**src/rtl/core/assert_macros.svh**
```systemverilog
// ----------------------------------------------------------------------------
// assert_macros.svh
// Shared assertion macros for the split table RTL.
// ----------------------------------------------------------------------------
`ifndef ASSERT_MACROS_SVH
`define ASSERT_MACROS_SVH

// Check on every clock edge outside reset.
`define STM_ASSERT(label, clk, rst_n, prop, msg) \
    label: assert property (@(posedge clk) disable iff (!rst_n) prop) else $error(msg);

// Check on every clock edge, reset included.
`define STM_ASSERT_ALWAYS(label, clk, prop, msg) \
    label: assert property (@(posedge clk) prop) else $error(msg);

`endif

```
**src/rtl/core/stm_pkg.sv**
```systemverilog
// ----------------------------------------------------------------------------
// stm_pkg
// Types and constants for the split table match block.
// ----------------------------------------------------------------------------
package stm_pkg;

    // parameter defaults
    localparam int MAX_TAXA_DEF    = 64;
    localparam int TABLE_DEPTH_DEF = 64;

    // field widths
    localparam int SPLIT_W = 64;
    localparam int SLOT_W  = 6;
    localparam int CFG_W   = 7;
    localparam int PADDR_W = 3;
    localparam int PDATA_W = 32;

    // register map (index = paddr[2])
    localparam logic REG_TAXA_USED      = 1'b0;
    localparam logic REG_ACTIVE_ENTRIES = 1'b1;

    localparam logic [CFG_W-1:0] TAXA_USED_RST      = 7'd64;
    localparam logic [CFG_W-1:0] ACTIVE_ENTRIES_RST = 7'd0;

    // request modes
    localparam logic MODE_WRITE  = 1'b0;
    localparam logic MODE_LOOKUP = 1'b1;

    typedef enum logic [1:0] {
        S_IDLE,
        S_SCAN,
        S_HOLD
    } t_state;

endpackage

```
**src/rtl/core/stm_ram.sv**
```systemverilog
// ----------------------------------------------------------------------------
// stm_ram
// Simple dual-port RAM, one write and one read port, registered read data.
// ----------------------------------------------------------------------------
module stm_ram #(
    parameter int WIDTH = 64,
    parameter int DEPTH = 64
) (
    input  logic                                     i_clk,
    input  logic                                     i_we,
    input  logic [$clog2(DEPTH > 1 ? DEPTH : 2)-1:0] i_waddr,
    input  logic [WIDTH-1:0]                         i_wdata,
    input  logic                                     i_re,
    input  logic [$clog2(DEPTH > 1 ? DEPTH : 2)-1:0] i_raddr,
    output logic [WIDTH-1:0]                         o_rdata
);

    logic [WIDTH-1:0] r_mem [DEPTH];
    logic [WIDTH-1:0] r_rdata;

    always_ff @(posedge i_clk) begin
        if (i_we) begin
            r_mem[i_waddr] <= i_wdata;
        end
        if (i_re) begin
            r_rdata <= r_mem[i_raddr];
        end
    end

    assign o_rdata = r_rdata;

endmodule

```
**src/rtl/core/split_table_match.sv**
```systemverilog
// ----------------------------------------------------------------------------
// split_table_match
// Split (bipartition) table with equal-or-complement lookup.
// ----------------------------------------------------------------------------
// A write request stores its split at slot entry_index; its result
// (found = 0, match_index = 0) goes to the output register, or is parked in
// S_HOLD while that register is still occupied. A lookup request scans
// slots 0 .. count-1, count being min(active_entries, TABLE_DEPTH), one slot
// per cycle through the single read port of the table RAM, and stops at the
// first match. The RAM read data is registered ahead of each compare. A
// lookup with count zero finishes without a scan and with no match. A new
// request is accepted as soon as the previous one has handed its result to
// the output register, even while that result still waits for i_ready. The
// table has no reset and no clearing pass: slots must be written before any
// lookup reaches them.
// ----------------------------------------------------------------------------
`include "assert_macros.svh"

module split_table_match #(
    parameter int MAX_TAXA    = stm_pkg::MAX_TAXA_DEF,
    parameter int TABLE_DEPTH = stm_pkg::TABLE_DEPTH_DEF
) (
    input  logic                         i_clk,
    input  logic                         i_rst_n,
    // request channel
    input  logic                         i_valid,
    output logic                         o_ready,
    input  logic                         i_mode,
    input  logic [stm_pkg::SLOT_W-1:0]   i_entry_index,
    input  logic [stm_pkg::SPLIT_W-1:0]  i_split_bits,
    // result channel
    output logic                         o_valid,
    input  logic                         i_ready,
    output logic                         o_found,
    output logic [stm_pkg::SLOT_W-1:0]   o_match_index,
    // configuration port
    input  logic                         psel,
    input  logic                         penable,
    input  logic                         pwrite,
    input  logic [stm_pkg::PADDR_W-1:0]  paddr,
    input  logic [stm_pkg::PDATA_W-1:0]  pwdata,
    output logic [stm_pkg::PDATA_W-1:0]  prdata,
    output logic                         pready
);

    import stm_pkg::*;

    // table address width, and count width able to hold TABLE_DEPTH itself
    localparam int AW   = (TABLE_DEPTH > 1) ? $clog2(TABLE_DEPTH) : 1;
    localparam int IW   = $clog2(TABLE_DEPTH + 1);
    localparam int CMPW = (IW > CFG_W) ? IW : CFG_W;

    // ------------------------------------------------------------------
    // Configuration registers
    // ------------------------------------------------------------------
    logic [CFG_W-1:0] r_taxa_used;
    logic [CFG_W-1:0] r_active_entries;
    logic             cfg_we;
    logic             cfg_idx;

    assign pready  = 1'b1;
    assign cfg_we  = psel & penable & pwrite & pready;
    assign cfg_idx = paddr[2];

    always_ff @(posedge i_clk) begin
        if (!i_rst_n) begin
            r_taxa_used      <= TAXA_USED_RST;
            r_active_entries <= ACTIVE_ENTRIES_RST;
        end else if (cfg_we) begin
            case (cfg_idx)
                REG_TAXA_USED:      r_taxa_used      <= pwdata[CFG_W-1:0];
                REG_ACTIVE_ENTRIES: r_active_entries <= pwdata[CFG_W-1:0];
                default: ;
            endcase
        end
    end

    always_comb begin
        case (cfg_idx)
            REG_TAXA_USED:      prdata = {{(PDATA_W-CFG_W){1'b0}}, r_taxa_used};
            REG_ACTIVE_ENTRIES: prdata = {{(PDATA_W-CFG_W){1'b0}}, r_active_entries};
            default:            prdata = '0;
        endcase
    end

    // ------------------------------------------------------------------
    // Lookup setup: compare mask and scan length, latched on acceptance
    // ------------------------------------------------------------------
    logic [CFG_W-1:0]   taxa_eff;
    logic [SPLIT_W-1:0] mask_new;
    logic [CMPW-1:0]    active_ext;
    logic [IW-1:0]      count_new;

    always_comb begin
        // taxa above MAX_TAXA saturate
        taxa_eff = (r_taxa_used > CFG_W'(MAX_TAXA)) ? CFG_W'(MAX_TAXA) : r_taxa_used;
        for (int b = 0; b < SPLIT_W; b++) begin
            mask_new[b] = (CFG_W'(b) < taxa_eff);
        end
        active_ext = CMPW'(r_active_entries);
        if (active_ext >= CMPW'(TABLE_DEPTH)) begin
            count_new = IW'(TABLE_DEPTH);
        end else begin
            count_new = IW'(active_ext);
        end
    end

    // ------------------------------------------------------------------
    // Table RAM
    // ------------------------------------------------------------------
    logic               ram_we;
    logic [AW-1:0]      ram_waddr;
    logic               ram_re;
    logic [AW-1:0]      ram_raddr;
    logic [SPLIT_W-1:0] ram_rdata;
    logic [AW+SLOT_W-1:0] waddr_ext;

    logic               accept;
    logic               slot_ok;

    assign accept    = i_valid & o_ready;
    assign slot_ok   = ({{(32-SLOT_W){1'b0}}, i_entry_index} < 32'(TABLE_DEPTH));
    assign waddr_ext = {{AW{1'b0}}, i_entry_index};
    assign ram_waddr = waddr_ext[AW-1:0];
    // writes only happen while idle and reads only while scanning, so a
    // read never overlaps a write to the same slot
    assign ram_we    = accept & (i_mode == MODE_WRITE) & slot_ok;

    stm_ram #(
        .WIDTH (SPLIT_W),
        .DEPTH (TABLE_DEPTH)
    ) u_table (
        .i_clk   (i_clk),
        .i_we    (ram_we),
        .i_waddr (ram_waddr),
        .i_wdata (i_split_bits),
        .i_re    (ram_re),
        .i_raddr (ram_raddr),
        .o_rdata (ram_rdata)
    );

    // ------------------------------------------------------------------
    // Scan sequencer
    // ------------------------------------------------------------------
    t_state             r_state, n_state;
    logic [SPLIT_W-1:0] r_query, n_query;
    logic [SPLIT_W-1:0] r_mask, n_mask;
    logic [IW-1:0]      r_count, n_count;
    logic [IW-1:0]      r_rd_ptr, n_rd_ptr;   // next slot to read
    logic               r_chk_valid, n_chk_valid; // RAM data valid this cycle
    logic [IW-1:0]      r_chk_idx, n_chk_idx; // slot of the RAM data
    logic               r_res_found, n_res_found; // result parked in S_HOLD
    logic [SLOT_W-1:0]  r_res_idx, n_res_idx;

    logic               r_out_valid, n_out_valid;
    logic               r_out_found, n_out_found;
    logic [SLOT_W-1:0]  r_out_idx, n_out_idx;

    logic [SPLIT_W-1:0] x_bits;
    logic [SPLIT_W-1:0] diff;
    logic               hit;
    logic [IW+SLOT_W-1:0] chk_idx_ext;

    logic               finish;
    logic               fin_found;
    logic [SLOT_W-1:0]  fin_idx;
    logic               out_free;

    // equal over the mask, or complement when bit 0 differs
    assign x_bits      = r_query ^ ram_rdata;
    assign diff        = x_bits & r_mask;
    assign hit         = (diff == '0) | (x_bits[0] & (diff == r_mask));
    assign chk_idx_ext = {{SLOT_W{1'b0}}, r_chk_idx};
    assign out_free    = ~r_out_valid | i_ready;

    always_ff @(posedge i_clk) begin
        if (!i_rst_n) begin
            r_state     <= S_IDLE;
            r_chk_valid <= 1'b0;
            r_out_valid <= 1'b0;
        end else begin
            r_state     <= n_state;
            r_chk_valid <= n_chk_valid;
            r_out_valid <= n_out_valid;
        end
    end

    always_ff @(posedge i_clk) begin
        r_query     <= n_query;
        r_mask      <= n_mask;
        r_count     <= n_count;
        r_rd_ptr    <= n_rd_ptr;
        r_chk_idx   <= n_chk_idx;
        r_res_found <= n_res_found;
        r_res_idx   <= n_res_idx;
        r_out_found <= n_out_found;
        r_out_idx   <= n_out_idx;
    end

    always_comb begin
        n_state     = r_state;
        n_query     = r_query;
        n_mask      = r_mask;
        n_count     = r_count;
        n_rd_ptr    = r_rd_ptr;
        n_chk_valid = 1'b0;
        n_chk_idx   = r_chk_idx;
        n_res_found = r_res_found;
        n_res_idx   = r_res_idx;
        ram_re      = 1'b0;
        ram_raddr   = r_rd_ptr[AW-1:0];
        finish      = 1'b0;
        fin_found   = 1'b0;
        fin_idx     = '0;
        o_ready     = 1'b0;

        case (r_state)
            S_IDLE: begin
                o_ready = 1'b1;
                if (accept) begin
                    if (i_mode == MODE_WRITE || count_new == '0) begin
                        finish = 1'b1;
                    end else begin
                        n_query  = i_split_bits;
                        n_mask   = mask_new;
                        n_count  = count_new;
                        n_rd_ptr = '0;
                        n_state  = S_SCAN;
                    end
                end
            end
            S_SCAN: begin
                if (r_chk_valid && hit) begin
                    finish    = 1'b1;
                    fin_found = 1'b1;
                    fin_idx   = chk_idx_ext[SLOT_W-1:0];
                end else if (!r_chk_valid && r_rd_ptr == r_count) begin
                    // every slot checked, no match
                    finish = 1'b1;
                end else if (r_rd_ptr != r_count) begin
                    ram_re      = 1'b1;
                    n_rd_ptr    = r_rd_ptr + IW'(1);
                    n_chk_valid = 1'b1;
                    n_chk_idx   = r_rd_ptr;
                end
            end
            S_HOLD: begin
                if (out_free) begin
                    n_state = S_IDLE;
                end
            end
            default: begin
                n_state = S_IDLE;
            end
        endcase

        // hand the result on, or park it when the output register is still occupied
        if (finish) begin
            n_res_found = fin_found;
            n_res_idx   = fin_idx;
            n_state     = out_free ? S_IDLE : S_HOLD;
        end
    end

    // ------------------------------------------------------------------
    // Output register
    // ------------------------------------------------------------------
    always_comb begin
        n_out_valid = r_out_valid & ~i_ready;
        n_out_found = r_out_found;
        n_out_idx   = r_out_idx;
        if (finish && out_free) begin
            n_out_valid = 1'b1;
            n_out_found = fin_found;
            n_out_idx   = fin_idx;
        end else if (r_state == S_HOLD && out_free) begin
            n_out_valid = 1'b1;
            n_out_found = r_res_found;
            n_out_idx   = r_res_idx;
        end
    end

    assign o_valid       = r_out_valid;
    assign o_found       = r_out_found;
    assign o_match_index = r_out_idx;

    // ------------------------------------------------------------------
    // Assertions
    // ------------------------------------------------------------------
    `STM_ASSERT(a_chk_in_scan, i_clk, i_rst_n, r_chk_valid |-> (r_state == S_SCAN), "RAM data pending outside scan")
    `STM_ASSERT(a_ptr_bound, i_clk, i_rst_n, (r_state == S_SCAN) |-> (r_rd_ptr <= r_count), "read pointer past scan length")
    `STM_ASSERT(a_no_wr_scan, i_clk, i_rst_n, ram_we |-> (r_state == S_IDLE && !r_chk_valid), "table write during scan")
    `STM_ASSERT(a_hold_full, i_clk, i_rst_n, (r_state == S_HOLD) |-> r_out_valid, "result parked with output register empty")

endmodule
```
**config.mk**
```make
export PLATFORM = sky130hd
export DESIGN_NAME = split_table_match
export DESIGN_NICKNAME = d
export VERILOG_FILES = /design/src/rtl/core/stm_pkg.sv /design/src/rtl/core/stm_ram.sv /design/src/rtl/core/split_table_match.sv
export VERILOG_INCLUDE_DIRS = /design/src /design/src/rtl/core
export SDC_FILE = /design/constraint.sdc
export NUM_CORES = 2
export LEC_CHECK = 0
export ABC_AREA = 1
export BUFFER_PORTS_ARGS = -buffer_cell sky130_fd_sc_hd__buf_2
export CORE_MARGIN = 2
export CORE_UTILIZATION = 29
export DETAILED_ROUTE_END_ITERATION = 10
export GPL_TIMING_DRIVEN = 0
export MAX_ROUTING_LAYER = met4
export PLACE_DENSITY = 0.42
export SETUP_SLACK_MARGIN = 0.1
export SLEW_MARGIN = 40
export SYNTH_ARGS = -nofsm -noshare
export SYNTH_HDL_FRONTEND = slang
export SYNTH_SLANG_ARGS = --single-unit
export TNS_END_PERCENT = 5
```
**constraint.sdc**
```tcl
create_clock -name i_clk -period 9.65 [get_ports i_clk]
set_input_delay 0 -clock i_clk [delete_from_list [all_inputs] [get_ports i_clk]]
set_output_delay 0 -clock i_clk [all_outputs]
set_load 0.05 [all_outputs]
```
==> impl_metrics.yaml <==
status:
  run_status: "completed"
yosys:
  synth_top_cell_area_share: 0.766
  avgSynthCellArea_sq_um: 13.5
  netlist_area_sq_um: 169000
  fraction_of_the_yosys_area_taken_by_sequential_cells: 0.768
  fraction_of_registers_with_async_set_reset: 0
  synth.area.top_cells: "edfxtp_1, o21ai_0, nor2_1"
  synth-main-ff-cell: "edfxtp_1"
  synth.ff_latch_count: 4340
  post-synth-top-area-cell: "edfxtp_1"
  edff_count_synth: 4322
  synth_cell_type_count: 43
  ys.warnings.count: 0
  post_synth_inst_count: 12501
hold_path:
  hold-path-endpoint: "u_table.r_mem[26][39]"
  timing.hold.worst.start: "i_split_bits[39]"
  timing.hold.worst_path_depth: 3
  hold_path_class: "in -> reg"
timing:
  final-hold-violation-count: 0
  timing.final.crit_period_ns: 5.77
  unrepaired_setup_endpoints_after_global_routing: "no"
  timing.slew.headroom: 0.264
  worst_clock_skew_ns: 0.0831
  report.final.slew_viol_count: 0
  report.final.setup_viol: 0
  tightest_slew_ns: 1.10
  setup-tns-final_ns: 0
  postLayoutSetupSlackWorst_ns: 3.88
  achievable-frequency_mhz: 173
  holdWs_ns: 0.0532
  period_share: 0.598
cts:
  clock_tree.root_cell: "clkbuf_16"
  ctsResizeCount: 0
  path_clk_slew_ns: 0.06
  tritoncts: "yes"
  htree_levels: 5
  numClockSinks: 4340
  clk_path_buf_depth: 4
  insertion_delay_ns: 1.10
  cts-buffers-inserted: 473
global_routing:
  largest_net_degree_at_the_start_of_global_routing: 61
  initial_antenna_violation_count: 154
  grt_pass1_vias: 112626
  wire_length_of_the_first_global_routing_pass_um: 1100000
  grt_use_total: 0.285
  grt_overflow: 0
floorplanning:
  design.core.area_sq_um: 582000
  rows: 280
  die_height_um: 768
  floorplan.initialDensity: 0.291
  chipWidth_um: 768
  floorplan.die_area_sq_um: 590000
  floorplan.io_pins: 155
pwr:
  post-layout-total-power_uw: 42700
  vdd_ir_drop_max_mv: 0.153
  power_density_nw_per_um2: 202
  power.static_leakage_uw: 0.0680
final_layout:
  area_delta_synth_final_pct: 24.7
  final.fill_count: 56085
  seq_area_sq_um: 130000
  multiInputGateArea_sq_um: 35200
  num-nets-final: 14007
  share_of_cells_above_drive_strength_1: 0.132
  stdcell_count: 22158
detailed_routing:
  drcViolationCount: 0
  dr_vias: 124356
  vias_per_cell: 5.61
  antenna_violating_nets_post_route: 0
  detail_route.wl_per_cell_um: 38.2
  firstDrtPassIters: 8
  drt-total-wl_um: 847000
  drt_iter0_drc: 21780
placed_design:
  dpl.hpwl_um: 616000
  detailedPlace.worstSlack_ns: 4.16
  post-place-cells: 20943
  gp_routability_congestion: 0.948
  io_buffer_count: 101
flow_run:
  timing.max_cap.violations: 0
worst_setup_path:
  critical_path_peak_fanout: 12
  timing.critical_path.arrival_ns: 6.34
  setup_crit_end_kind: "register"
  worst_r2r_startpoint: "r_rd_ptr[2]"
  required_ns: 10.22
  critical_path.startpoint_type: "register"
  crit_start: "r_rd_ptr[2]"
  worst-setup-path-type: "reg -> reg"
  reg2regPathDepth: 8
  ff2ff_setup_slack_ns: 3.88
  worst_r2r_endpoint: "u_table.o_rdata[60]"
-- cell families after synthesis --
logic type / Yosys count / synth area share
XOR/XNOR: 13 / 0.000672
AO/OA/AOI/OAI: 3429 / 0.117
flip-flops: 4340 / 0.768
AND/OR/NAND/NOR: 3643 / 0.0860
buffers and inverters: 1073 / 0.0278
adder cells (fa/ha/maj): 1 / 0.0000739
other: 2 / 0.0000443
-- worst max-delay path by stage --
stage / end / slack [ns] / cells past startpoint
finish: u_table.o_rdata[60] / 3.88 / 8
global route: u_table.o_rdata[51] / 3.99 / 8
CTS: u_table.o_rdata[51] / 4.11 / 8
detailed placement: u_table.o_rdata[51] / 4.16 / 8
global placement: u_table.r_mem[20][25] / -1.93 / 5
floorplan: r_count[0] / 2.04 / 3
-- metrics by stage --
step | instance area (sq um) | utilization
after floorplan | 169000 | -
after global placement | 180000 | 0.309
after detailed placement | 193000 | 0.333
after CTS | 211000 | 0.363
after global routing | 211000 | 0.363
final | 211000 | 0.363
-- worst max-delay path: stages, from the launching register on --
cell	delay [ns]
edfxtp_1	0.63
buf_2	0.69
buf_2	0.83
clkbuf_1	0.61
o221ai_1	0.31
o211ai_1	0.24
nand3_1	0.55
nand3_1	0.67
nand3_1	0.64
-- area by class of cell --
cell class | count | area share
buffer | 894 | 0.0201
clock inverter | 272 | 0.0111
multi-input combinational | 7112 | 0.167
tap | 7755 | 0.0459
inverter | 179 | 0.00319
timing repair buffer | 893 | 0.0762
antenna | 104 | 0.00123
sequential | 4340 | 0.616
clock buffer | 609 | 0.0593
-- registers in the layout (all words and copies together), names as in the netlist --
register / count
u_table.r_mem: 4096
r_mask: 64
r_query: 64
u_table.o_rdata: 64
active_ext: 7
r_count: 7
r_rd_ptr: 7
r_taxa_used: 7
o_match_index: 6
r_chk_idx: 6
r_res_idx: 6
r_state: 2
o_found: 1
o_valid: 1
r_chk_valid: 1
r_res_found: 1
-- layer usage --
metal,vias to the layer above,routed length (um),global-route usage
met5,-,0,-
met4,0,44600,0.129
met3,1466,92300,0.0628
met2,8264,366000,0.411
met1,64452,344000,0.385
li1,50174,-,-
-- power breakdown --
part           switching, uW  internal (uW)
combinational           3070            824
sequential              30.6          20800
clock                   8020           9960
-- cells in the final DEF (no fill, tap or decap), drive strengths merged, types with 64 or more instances in the layout --
cell type / count
buf: 1059
o22ai: 616
o221ai: 402
inv: 187
a21oi: 176
edfxtp: 4322
nor2: 2191
o211ai: 106
nand3: 527
nand2: 841
diode: 104
clkbuf: 1160
nand4: 64
o21ai: 2096
clkinv: 226
dlygate4sd3: 177
-- synthesized netlist by cell type (2+ instances only) --
cell and instances:
a211oi_2 2, a21oi_1 176, a31oi_1 16, a32o_1 8, buf_1 25, buf_2 242
buf_4 52, buf_6 24, clkbuf_1 551, clkinv_1 3, conb_1 2, dfxtp_1 18
edfxtp_1 4322, inv_1 171, inv_2 4, nand2_1 840, nand3_1 525, nand4_1 64
nor2_1 2191, nor3_1 9, o211ai_1 106, o21ai_0 2051, o21ai_1 45, o221ai_1 402
o22ai_1 616, o311ai_1 2, or2_1 7, xnor2_1 7, xor2_1 6
-- timing repair --
action                     CTS  global route
hold endpoints to repair  4233           307
buffers inserted             0             0
hold buffers               217            10
Power figures use the tool's default switching activity.
